--- src/rtl/fpp_pkg.sv ---
package fpp_pkg;

   // Default sizes of the canvas and of the word store
   localparam int DEFAULT_MAX_WIDTH   = 128;
   localparam int DEFAULT_MAX_HEIGHT  = 64;
   localparam int DEFAULT_STORE_DEPTH = 8192;

   // Word address and region count widths (cover the largest canvas and store)
   localparam int ADDR_W  = 16;
   localparam int LIMIT_W = 17;

   // Configuration port
   localparam int CSR_IDX_W  = 3;
   localparam int CSR_DATA_W = 8;

   localparam logic [CSR_IDX_W-1:0] CSR_LAYOUT_MODE      = 3'd0;
   localparam logic [CSR_IDX_W-1:0] CSR_CANVAS_WIDTH     = 3'd1;
   localparam logic [CSR_IDX_W-1:0] CSR_CANVAS_HEIGHT    = 3'd2;
   localparam logic [CSR_IDX_W-1:0] CSR_FOREGROUND_INDEX = 3'd3;
   localparam logic [CSR_IDX_W-1:0] CSR_BACKGROUND_INDEX = 3'd4;

   typedef enum logic [1:0] {
      OP_PLOT  = 2'd0,
      OP_FILL  = 2'd1,
      OP_CLEAR = 2'd2,
      OP_READ  = 2'd3
   } op_type;

   typedef enum logic [1:0] {
      MODE_MONO_H = 2'd0,
      MODE_MONO_V = 2'd1,
      MODE_INDEX8 = 2'd2,
      MODE_RGB565 = 2'd3
   } mode_type;

   typedef struct packed {
      mode_type    layout_mode;
      logic [7:0]  canvas_width;
      logic [6:0]  canvas_height;
      logic [4:0]  foreground_index;
      logic [4:0]  background_index;
   } cfg_type;

   typedef struct packed {
      op_type              op;
      logic signed [15:0]  pos_x;
      logic signed [15:0]  pos_y;
      logic [4:0]          colour_index;
      logic [12:0]         read_address;
   } req_type;

   // Address unit result for one transaction
   typedef struct packed {
      logic               on_canvas;
      logic               in_store;
      logic [ADDR_W-1:0]  addr;
      logic [LIMIT_W-1:0] limit;
      logic [7:0]         mask;
      logic               set_bit;
      logic [15:0]        value;
   } geom_type;

   // Fixed RGB565 palette; unlisted indices give black
   function automatic logic [15:0] palette565(input logic [4:0] c);
      logic [15:0] v;
      unique case (c)
         5'd0:    v = 16'h0000;
         5'd1:    v = 16'hFFFF;
         5'd2:    v = 16'hF800;
         5'd3:    v = 16'h07E0;
         5'd4:    v = 16'h001F;
         5'd5:    v = 16'hFFE0;
         5'd6:    v = 16'h07FF;
         5'd7:    v = 16'hF81F;
         5'd8:    v = 16'hC618;
         5'd9:    v = 16'h8410;
         5'd10:   v = 16'h8000;
         5'd11:   v = 16'hA145;
         5'd12:   v = 16'h8400;
         5'd13:   v = 16'h0400;
         5'd14:   v = 16'hAFE0;
         5'd15:   v = 16'h8010;
         5'd16:   v = 16'h0410;
         5'd17:   v = 16'h0010;
         5'd18:   v = 16'hFDAB;
         5'd19:   v = 16'hFEA0;
         5'd20:   v = 16'h2444;
         default: v = 16'h0000;
      endcase
      return v;
   endfunction

endpackage

--- src/rtl/fpp_geom.sv ---
module fpp_geom #(
   parameter int MAX_WIDTH   = fpp_pkg::DEFAULT_MAX_WIDTH,
   parameter int MAX_HEIGHT  = fpp_pkg::DEFAULT_MAX_HEIGHT,
   parameter int STORE_DEPTH = fpp_pkg::DEFAULT_STORE_DEPTH
) (
   input  logic              clock,
   input  logic              load,
   input  fpp_pkg::cfg_type  cfg,
   input  fpp_pkg::req_type  req,
   output fpp_pkg::geom_type geom
);

   localparam logic [7:0]                  MaxW   = 8'(MAX_WIDTH);
   localparam logic [7:0]                  MaxH   = 8'(MAX_HEIGHT);
   localparam logic [fpp_pkg::LIMIT_W-1:0] DepthL = fpp_pkg::LIMIT_W'(STORE_DEPTH);

   logic [7:0]                  height_ext;
   logic [7:0]                  w;
   logic [7:0]                  h;
   logic [5:0]                  row_bytes;
   logic [5:0]                  pages;
   logic [7:0]                  ux;
   logic [7:0]                  uy;
   logic                        is_plot;
   logic                        mono_h;
   logic                        mono_v;
   logic [7:0]                  mul_a;
   logic [7:0]                  mul_b;
   logic [7:0]                  mul_add;
   logic [15:0]                 product;
   logic [fpp_pkg::LIMIT_W-1:0] sum;
   fpp_pkg::geom_type           geom_in;
   fpp_pkg::geom_type           geom_ff;

   // Clamp the canvas and derive the byte-packed row and page counts
   always_comb begin
      height_ext = {1'b0, cfg.canvas_height};
      w          = (cfg.canvas_width > MaxW) ? MaxW : cfg.canvas_width;
      h          = (height_ext > MaxH) ? MaxH : height_ext;
      row_bytes  = 6'((9'(w) + 9'd7) >> 3);
      pages      = 6'((9'(h) + 9'd7) >> 3);
      ux         = req.pos_x[7:0];
      uy         = req.pos_y[7:0];
      is_plot    = (req.op == fpp_pkg::OP_PLOT);
      mono_h     = (cfg.layout_mode == fpp_pkg::MODE_MONO_H);
      mono_v     = (cfg.layout_mode == fpp_pkg::MODE_MONO_V);
   end

   // One multiply-add: pixel word address for a plot, region size otherwise
   always_comb begin
      mul_b = mono_h ? {2'b00, row_bytes} : w;
      if (is_plot) begin
         mul_a   = mono_v ? {3'b000, uy[7:3]} : uy;
         mul_add = mono_h ? {3'b000, ux[7:3]} : ux;
      end else begin
         mul_a   = mono_v ? {2'b00, pages} : h;
         mul_add = 8'h00;
      end
      product = mul_a * mul_b;
      sum     = fpp_pkg::LIMIT_W'(product) + fpp_pkg::LIMIT_W'(mul_add);
   end

   // Bounds, bit mask and the word value for plot and fill
   always_comb begin
      geom_in.on_canvas = !req.pos_x[15] && !req.pos_y[15] &&
                          ($unsigned(req.pos_x) < {8'h00, w}) &&
                          ($unsigned(req.pos_y) < {8'h00, h});
      geom_in.addr      = sum[fpp_pkg::ADDR_W-1:0];
      geom_in.in_store  = (sum < DepthL);
      geom_in.limit     = geom_in.in_store ? sum : DepthL;
      geom_in.mask      = mono_h ? (8'h80 >> ux[2:0]) : (8'h01 << uy[2:0]);
      geom_in.set_bit   = mono_h ? (req.colour_index == cfg.foreground_index)
                                 : (req.colour_index != 5'd0);
      unique case (cfg.layout_mode)
         fpp_pkg::MODE_MONO_H:
            geom_in.value = (req.colour_index == cfg.background_index) ? 16'h0000 : 16'h00FF;
         fpp_pkg::MODE_MONO_V:
            geom_in.value = (req.colour_index == 5'd0) ? 16'h0000 : 16'h00FF;
         fpp_pkg::MODE_INDEX8:
            geom_in.value = {11'd0, req.colour_index};
         fpp_pkg::MODE_RGB565:
            geom_in.value = fpp_pkg::palette565(req.colour_index);
      endcase
   end

   // Hold the result for the execute steps
   always_ff @(posedge clock) begin
      if (load) begin
         geom_ff <= geom_in;
      end
   end

   assign geom = geom_ff;

endmodule

--- config.mk ---
export PLATFORM = sky130hd
export DESIGN_NAME = fpp_geom
export DESIGN_NICKNAME = d
export VERILOG_FILES = /design/src/rtl/fpp_pkg.sv /design/src/rtl/fpp_geom.sv
export SDC_FILE = /design/constraint.sdc
export NUM_CORES = 1
export LEC_CHECK = 0
export ABC_AREA = 1
export BUFFER_PORTS_ARGS = -buffer_cell sky130_fd_sc_hd__buf_2
export CAP_MARGIN = 20
export CELL_PAD_IN_SITES_DETAIL_PLACEMENT = 1
export CELL_PAD_IN_SITES_GLOBAL_PLACEMENT = 1
export CORE_ASPECT_RATIO = 0.8
export CORE_MARGIN = 2
export CORE_UTILIZATION = 41
export DETAILED_ROUTE_END_ITERATION = 12
export GPL_ROUTABILITY_DRIVEN = 1
export PLACE_DENSITY_LB_ADDON = 0.1
export SLEW_MARGIN = 20
export SYNTH_ARGS = -nofsm -noshare
export SYNTH_HDL_FRONTEND = slang
export SYNTH_SLANG_ARGS = --single-unit
--- constraint.sdc ---
create_clock -name clock -period 5.6 [get_ports clock]
set_clock_uncertainty 0.2 [all_clocks]
set_input_delay 0.28 -clock clock [delete_from_list [all_inputs] [get_ports clock]]
set_output_delay 0.28 -clock clock [all_outputs]
set_load 0.05 [all_outputs]
==> flow_summary.yaml, run 1 <==
setup_path:
  slowest_delay_ns: 0.55
  crit_top_cell: "inv_1"
  slowest_stage: "fa_1"
  crit_path_end_kind: "register"
  critPathMaxFanout: 7
  cp_data_arrival_time_ns: 5.23
  cp-start-kind: "primary input"
  path_class: "primary input to register"
  crit_required_ns: 5.54
floorplanning:
  die_w_um: 142
  core_um2: 15000
  initial_core_util_pct: 41.7
  io_pins: 141
  floorplan.die_area_um2: 16200
  die_h_um: 114
  rows: 40
sta:
  drv_slew: 0
  hold_violations: 0
  setup_viol: 0
  fin_crit_sh_pct: 94.4
  maxSlewHeadroom_pct: 50.0
  tightest_slew_ns: 0.749
  max_clock_freq_mhz: 189
  setup_ws_ns: 0.312
  fin_crit_ns: 5.29
  rsz0062_at_grt: "no"
flow_run:
  cap_violations: 0
route:
  antenna_left: 0
  drtIter0Drc: 267
  vias_per_cell: 5.04
  wl_per_cell_um: 15.2
  routed_wl_um: 17300
  drc: 0
  drtPass1Iterations: 4
  via_count: 5737
clock_network:
  clock-sinks: 59
  htree_levels: 3
  cts_buffers: 9
  clockBufferDepth: 2
  cts_tree: "built"
  clk_pin_slew_ns: 0.05
  holdBufCountCts: 0
  cts_root_buffer: "clkbuf_16"
placement:
  placed_cell_area_um2: 7370
  dp_cells: 1124
  finalWeightedCongestion: 0.869
  pre_cts_slack_ns: -0.0828
  dp_hpwl_um: 14700
  portBuffers: 127
synthesis:
  synthXorXnorAreaFrac_pct: 1.68
  syn_avg_cell_area_um2: 8.06
  yosys.area_share.simple_pct: 23.7
  synth.top_cell.area_share_pct: 28.4
  yosys_register_bits: 59
  synth_cells: 775
  async_flop_share_pct: 0
  ys.flop_type: "edfxtp_1"
  synth_adder_area_share_pct: 25.9
  ys_types: 49
  synth_compound_area_share_pct: 8.43
  syn_area_um2: 6250
  yosys.area.top_type: "edfxtp_1"
  yosysMostFrequentCell: "inv_1"
  synth_top_family_by_area: "adder cells"
  synthTopCellsByArea: "edfxtp_1 28%, fa_1 14%, ha_1 12%"
  synth_warnings: 0
  seq_area_frac_synth_pct: 28.4
  ys_top_cells_by_count: "167 x inv_1, 155 x nand2_1, 88 x nor2_1"
  synth.area.mux_share_pct: 0
  synth_edf_count: 59
pwr:
  power_mw: 2.28
  cellPowerDensity_nw_per_um2: 296
  p_leak_nw: 4.05
  ir_worst_vdd_mv: 0.147
global_routing:
  grt_use_total_pct: 22.3
  antenna_found_initial: 0
  grt_pass1_wl_um: 29000
  grt_max_degree: 60
  gr-total-overflow: 0
  first_global_vias: 6114
final_layout:
  syn2layout_area_growth_pct: 23.3
  drive_gt1_share_pct: 24.4
  fin_cells: 1139
  final_cell_area_um2: 7700
  largest_reg_flops: 59
  nNetsFinal: 1131
  antenna_cells: 0
min_path:
  holdPathEnd: "geom[20]"
  holdCritPathClass: "primary input to register"
  min_path_cells: 3
  hp-start: "req[18]"
status:
  status: "finished, final reports clean"
-- worst max path at each step --
stage	start	endpoint	slack, ns	depth (start not counted)
global route	cfg[25]	geom[26]	0.007	27
detailed placement	cfg[25]	geom[26]	-0.08	26
finish	cfg[25]	geom[26]	0.31	28
CTS	cfg[25]	geom[26]	0.22	26
floorplan	req[51]	geom[35]	0.63	27
global placement	cfg[25]	geom[32]	0.1	26
-- per-stage QoR --
step | setup TNS (ns) | utilization, % | hold WS, ns
after floorplan | 0 | - | 0.192
after global placement | 0 | 49.2 | 0.516
after detailed placement | -0.0828 | 49.2 | 0.525
after CTS | 0 | 51.2 | 0.188
after global routing | 0 | 51.4 | 0.225
final | 0 | 51.4 | 0.190
-- worst max-delay path: cells and delay by family --
kind                       cells  cell delay [ns]
adders and majority gates      5             2.40
buffers and inverters         10             0.92
and+or+nand+nor               11             1.38
AOI/OAI and AO/OA              2             0.22
-- power breakdown --
group | internal [mW] | total, mW | switching [mW]
Sequential | 0.603 | 0.624 | 0.0218
Combinational | 0.348 | 1.10 | 0.751
Clock | 0.380 | 0.556 | 0.176
-- routing by layer --
| metal | GRT usage [%] | share of wire, % |
|---|---|---|
| met4 | 5.40 | 0.94 |
| met2 | 39.0 | 48 |
| met5 | 0 | 0 |
| met1 | 30.2 | 48 |
| met3 | 1.92 | 3.2 |
-- cell usage in the layout, fill, tap and decap left out, drive strengths merged, types with 3 or more instances in the layout --
cell type / n
clkbuf: 10
a21oi: 30
nor3: 20
o211ai: 6
ha: 59
xor2: 4
or2: 4
edfxtp: 59
conb: 3
nand4: 8
nand2: 163
fa: 44
xnor2: 8
clkinv: 3
buf: 171
o21ai: 24
nor2: 92
nand3: 35
o22ai: 12
a31oi: 3
inv: 174
-- cell families after synthesis --
kind of cell / after synthesis
buffers and inverters: 187
and+or+nand+nor: 327
AOI/OAI and AO/OA: 86
xor gates and xnor gates: 12
adders and majority gates: 103
DFF: 59
other: 1
-- repair_timing --
item | in CTS | in global routing
gates resized for setup | 0 | 7
endpoints found under the setup margin | 0 | 13
buffers inserted | 0 | 1
-- final cells by class --
class	count	area [um^2]
Timing Repair Buffer	171	966
Clock buffer	10	229
Tap cell	189	236
Inverter	175	659
Sequential cell	59	1770
Clock inverter	4	67.6
Fill cell	1858	7270
Multi-Input combinational cell	531	3770
Power figures use the tool's default switching activity.
==> run 2, diff against run 1 <==
Settings changed: ABC_AREA 1 to not set, CORE_UTILIZATION 41 to 42.
==> flow_summary.yaml, run 2 <==
setup_path:
  path_class: "primary input to register"
  crit_required_ns: 5.48
  cp-start-kind: "primary input"
  crit_path_end_kind: "register"
  cp_data_arrival_time_ns: 5.53
  critPathMaxFanout: 7
clock_network:
  clockBufferDepth: 2
  clock-sinks: 59
  cts_tree: "built"
  cts_root_buffer: "clkbuf_16"
  cts_buffers: 9
  htree_levels: 3
  clk_pin_slew_ns: 0.06
placement:
  dp_cells: 1027
  portBuffers: 127
  placed_cell_area_um2: 7680
  pre_cts_slack_ns: -0.563
  dp_hpwl_um: 15400
  finalWeightedCongestion: 0.925
route:
  routed_wl_um: 19800
  drtIter0Drc: 250
  drtPass1Iterations: 4
  via_count: 5666
  wl_per_cell_um: 18.7
  drc: 0
  antenna_left: 0
  vias_per_cell: 5.38
final_layout:
  layout_commonest_cell: "buf_2"
  nNetsFinal: 1049
  final_cell_area_um2: 8400
  final_cell_mix: "125 x buf_2, 87 x buf_4, 76 x inv_1, 67 x nand2_1"
  drive_gt1_share_pct: 36.8
  antenna_cells: 0
  syn2layout_area_growth_pct: 37.9
  largest_reg_flops: 59
  fin_cells: 1054
synthesis:
  syn_avg_cell_area_um2: 9.35
  yosys_register_bits: 59
  yosys.area.top_type: "edfxtp_1"
  syn_area_um2: 6090
  yosysMostFrequentCell: "inv_1"
  synthTopCellsByArea: "edfxtp_1 29%, fa_1 14%, ha_1 12%"
  ys_top_cells_by_count: "84 x inv_1, 69 x nand2_1, 64 x nor2_1"
  synth_warnings: 0
  async_flop_share_pct: 0
  synth_edf_count: 59
  ys_types: 62
  ys.flop_type: "edfxtp_1"
  synth.top_cell.area_share_pct: 29.1
  synth_cells: 652
  seq_area_frac_synth_pct: 29.1
sta:
  setup_viol: 14
  maxSlewHeadroom_pct: 47.1
  finalSetupTns_ns: -0.328
  tightest_slew_ns: 0.793
  fin_crit_ns: 5.65
  drv_slew: 0
  hold_violations: 0
  max_clock_freq_mhz: 177
  rsz0062_at_grt: "yes"
  hold_slack_ns: 0.168
  fin_crit_sh_pct: 101
  setup_ws_ns: -0.0491
global_routing:
  first_global_vias: 6207
  grt_pass1_wl_um: 31300
  gr-total-overflow: 0
  grt_use_total_pct: 25.2
  antenna_found_initial: 0
  grt_max_degree: 60
pwr:
  cellPowerDensity_nw_per_um2: 272
  ir_worst_vdd_mv: 0.316
  p_leak_nw: 3.90
flow_run:
  cap_violations: 0
floorplanning:
  core_um2: 14200
  die_h_um: 112
  die_w_um: 139
  io_pins: 141
  initial_core_util_pct: 42.8
  rows: 39
  floorplan.die_area_um2: 15500
min_path:
  holdCritPathClass: "primary input to register"
status:
  status: "finished, violations left"
  violations: "negative setup slack"
-- run 2: cell count changes in the layout (fill, tap and decap cells not counted), moves of 8 or more --
cell	before	now
inv_1	166	76
nor3_2	14	0
nor2b_1	0	12
nor3_1	6	15
nand2_1	154	67
nor2_1	85	59
nand3_1	31	15
buf_4	44	87
nor4b_4	0	8
a21oi_1	29	21
nand2b_1	0	14
-- run 2: repair_timing --
| item | in CTS | in global routing |
|---|---|---|
| setup buffers | 3 | 7 |
| cloned | 0 | 1 |
| hold buffers | 0 | 0 |
| setup endpoints to repair | 15 | 17 |
| gates resized for setup | 13 | 49 |
| pin swaps | 8 | 17 |
-- run 2: metal layers --
metal	vias to the layer above	share of wire (%)	track usage, %	wire [um]
met5	-	0	0	0
met4	0	1.7	6.80	334
met3	26	3.7	4.13	721
met2	140	49	43.5	9620
met1	2819	46	33.1	9070
li1	2681	-	-	-
-- run 2: logic make-up after synthesis --
group	share of synthesized area, %
flops	29.1
fa+ha+maj	26.6
mux	1.89
compound gates	11.2
simple gates	20.6
buf+inv	6.98
other cells	0.0615
xor+xnor	3.72
-- run 2: critical path, stage by stage --
cell       delay [ns]
buf_2            0.11
or3_4            0.40
and3_4           0.21
a311o_1          0.30
o21ai_4          0.13
nor2_2           0.09
fa_1             0.54
inv_1            0.05
fa_1             0.53
inv_1            0.05
fa_1             0.48
inv_1            0.05
fa_1             0.49
inv_2            0.05
ha_4             0.22
and3_4           0.16
a221o_1          0.38
a211oi_4         0.30
mux2i_4          0.15
clkbuf_16        0.22
or3_1            0.31
-- run 2: worst paths after layout --
| path | start | to | slack (ns) | cells past startpoint |
|---|---|---|---|---|
| worst max-delay path | cfg[18] | geom[38] | -0.05 | 21 |
| worst min-delay path | req[20] | geom[19] | 0.17 | 2 |
-- run 2: cell type report --
class / instances / area [um^2]
clock buffers: 9 / 225
repair buffers: 223 / 1450
flip-flops and latches: 59 / 1770
inverters: 86 / 323
multi-input cells: 486 / 4330
fillers: 1670 / 5850
clock inverters: 7 / 76.3
well taps: 184 / 230
-- run 2: where the power goes --
group / internal, mW / total (mW) / leakage [nW] / switching (mW)
sequential: 0.586 / 0.605 / 0.570 / 0.0192
clock: 0.347 / 0.572 / 0.142 / 0.225
combinational: 0.421 / 1.11 / 3.19 / 0.688
total: 1.35 / 2.29 / 3.90 / 0.932
-- run 2: per-stage QoR --
stage	power [mW]	util, %
3_5_place_dp	1.62	53.9
2_1_floorplan	1.29	-
6_report	2.29	59.0
3_3_place_gp	1.58	53.9
5_1_grt	2.41	59.0
4_1_cts	2.21	56.6
==> run 3, diff against run 2 <==
Settings changed: REMOVE_ABC_BUFFERS set to 1, TNS_END_PERCENT set to 5.
==> flow_summary.yaml, run 3 (same netlist as run 2, synthesis figures left out) <==
pwr:
  p_clk_share_pct: 25.0
  power_frac_comb_pct: 49.4
  p_leak_nw: 4.07
  seqPwrFrac_pct: 25.7
  swShare_pct: 39.9
  power.switching_mw: 0.947
  ir_worst_vdd_mv: 0.266
  intPower_mw: 1.43
  cellPowerDensity_nw_per_um2: 275
sta:
  tightest_slew_ns: 0.814
  maxSlewHeadroom_pct: 45.7
  drv_slew: 0
  max_clock_freq_mhz: 171
  setup_viol: 15
  rsz0062_at_grt: "yes"
  hold_violations: 0
  setup_ws_ns: -0.232
  fin_crit_sh_pct: 104
  fin_crit_ns: 5.83
flow_run:
  cap_violations: 0
placement:
  pre_cts_slack_ns: -0.627
  dp_cells: 1046
  dp_hpwl_um: 15600
  finalWeightedCongestion: 0.905
  portBuffers: 127
floorplanning:
  die_w_um: 139
  floorplan.die_area_um2: 15500
  rows: 39
  initial_core_util_pct: 42.8
  io_pins: 141
  core_um2: 14200
  die_h_um: 112
setup_path:
  cp_data_arrival_time_ns: 5.76
  crit_path_end_kind: "register"
  path_class: "primary input to register"
  critPathMaxFanout: 8
  critPathBufInv: 12
  crit_top_cell: "buf_4"
  slowest_delay_ns: 0.54
  crit_required_ns: 5.53
  cp-start-kind: "primary input"
  slowest_stage: "mux4_2"
  crit_family: "adder cells"
min_path:
  min_path_cells: 4
  holdCritPathClass: "primary input to register"
  holdPathEnd: "geom[18]"
  hp-start: "req[20]"
global_routing:
  antenna_found_initial: 0
  first_global_vias: 6528
  gr-total-overflow: 0
  gr-usage-met3_pct: 4.90
  use_met1_pct: 36.4
  grt_pass1_wl_um: 34100
  grt_use_total_pct: 27.9
  grt_max_degree: 60
  use_met2_pct: 47.0
  grt_busiest_layer: "met2"
final_layout:
  drive_gt1_share_pct: 40.1
  largest_reg_flops: 59
  syn2layout_area_growth_pct: 41.8
  nNetsFinal: 1085
  antenna_cells: 0
  fin_cells: 1090
  layout_commonest_cell: "buf_2"
  final_cell_mix: "124 x buf_2, 118 x buf_4, 75 x inv_1, 68 x nand2_1, 59 x edfxtp_1"
clock_network:
  cts_root_buffer: "clkbuf_16"
  clock-sinks: 59
  cts_tree: "built"
  clk_pin_slew_ns: 0.06
  cts_buffers: 9
  holdBufCountCts: 0
  htree_levels: 3
  clockBufferDepth: 2
route:
  drc: 0
  via_count: 5996
  routed_wl_um: 21900
  antenna_left: 0
  vias_per_cell: 5.50
  drtPass1Iterations: 5
  drtIter0Drc: 396
  wl_per_cell_um: 20.1
status:
  violations: "negative setup slack"
  status: "finished, violations left"
run 3: cell types whose count changed in the layout (fill, tap and decap cells not counted), moves of 3 or more:
| cell | previous run | this run |
|---|---|---|
| nor3_2 | 0 | 3 |
| nor4b_2 | 3 | 11 |
| nor4b_4 | 8 | 2 |
| buf_4 | 87 | 118 |
| nor2_2 | 2 | 5 |
| buf_6 | 6 | 14 |
run 3: power by group through the flow:
| stage | clock network, mW | registers, mW | logic [mW] |
|---|---|---|---|
| floorplan | 0 | 0.873 | 0.366 |
| global placement | 0 | 0.609 | 0.956 |
| detailed placement | 0 | 0.615 | 0.992 |
| CTS | 0.601 | 0.607 | 1.09 |
| global route | 0.623 | 0.616 | 1.25 |
| finish | 0.593 | 0.610 | 1.17 |
run 3: per-stage QoR:
step / utilization (%) / instance area, um^2 / setup TNS, ns / total power, mW / hold slack, ns
final: 60.6 / 8640 / -1.67 / 2.37 / 0.201
after global routing: 60.6 / 8640 / -4.54 / 2.49 / 0.208
after CTS: 58.6 / 8350 / 0 / 2.30 / 0.181
after detailed placement: 53.8 / 7670 / -10.90 / 1.61 / 0.547
after global placement: 53.8 / 7670 / -7.58 / 1.56 / 0.554
after floorplan: - / 6000 / -14.70 / 1.24 / 0.192
run 3: cell type report:
class	instances	area [um^2]
fill	1652	5610
multi-input combinational	486	4280
sequential	59	1770
timing repair buffer	259	1720
inverter	86	323
clock buffer	11	233
tap	184	230
clock inverter	5	77.6
run 3: worst max-delay path by stage:
stage               cells past startpoint  slack (ns)  startpoint        to
global placement                       20       -0.47     cfg[12]  geom[38]
floorplan                              19       -0.97     cfg[18]  geom[25]
global route                           27       -0.40     cfg[12]  geom[27]
detailed placement                     21       -0.63     cfg[18]  geom[37]
CTS                                    22       0.004     cfg[18]  geom[38]
finish                                 27       -0.23     cfg[11]  geom[27]
run 3: timing repair:
item	4_1_cts	5_1_grt
pin swaps	41	34
setup buffers	16	12
setup endpoints to repair	17	18
gates resized for setup	50	44
run 3: routing by layer:
layer,share of wire [%],up-vias
met5,0,-
met4,2.9,0
met3,5.4,45
met2,49,214
met1,43,2990
li1,-,2747
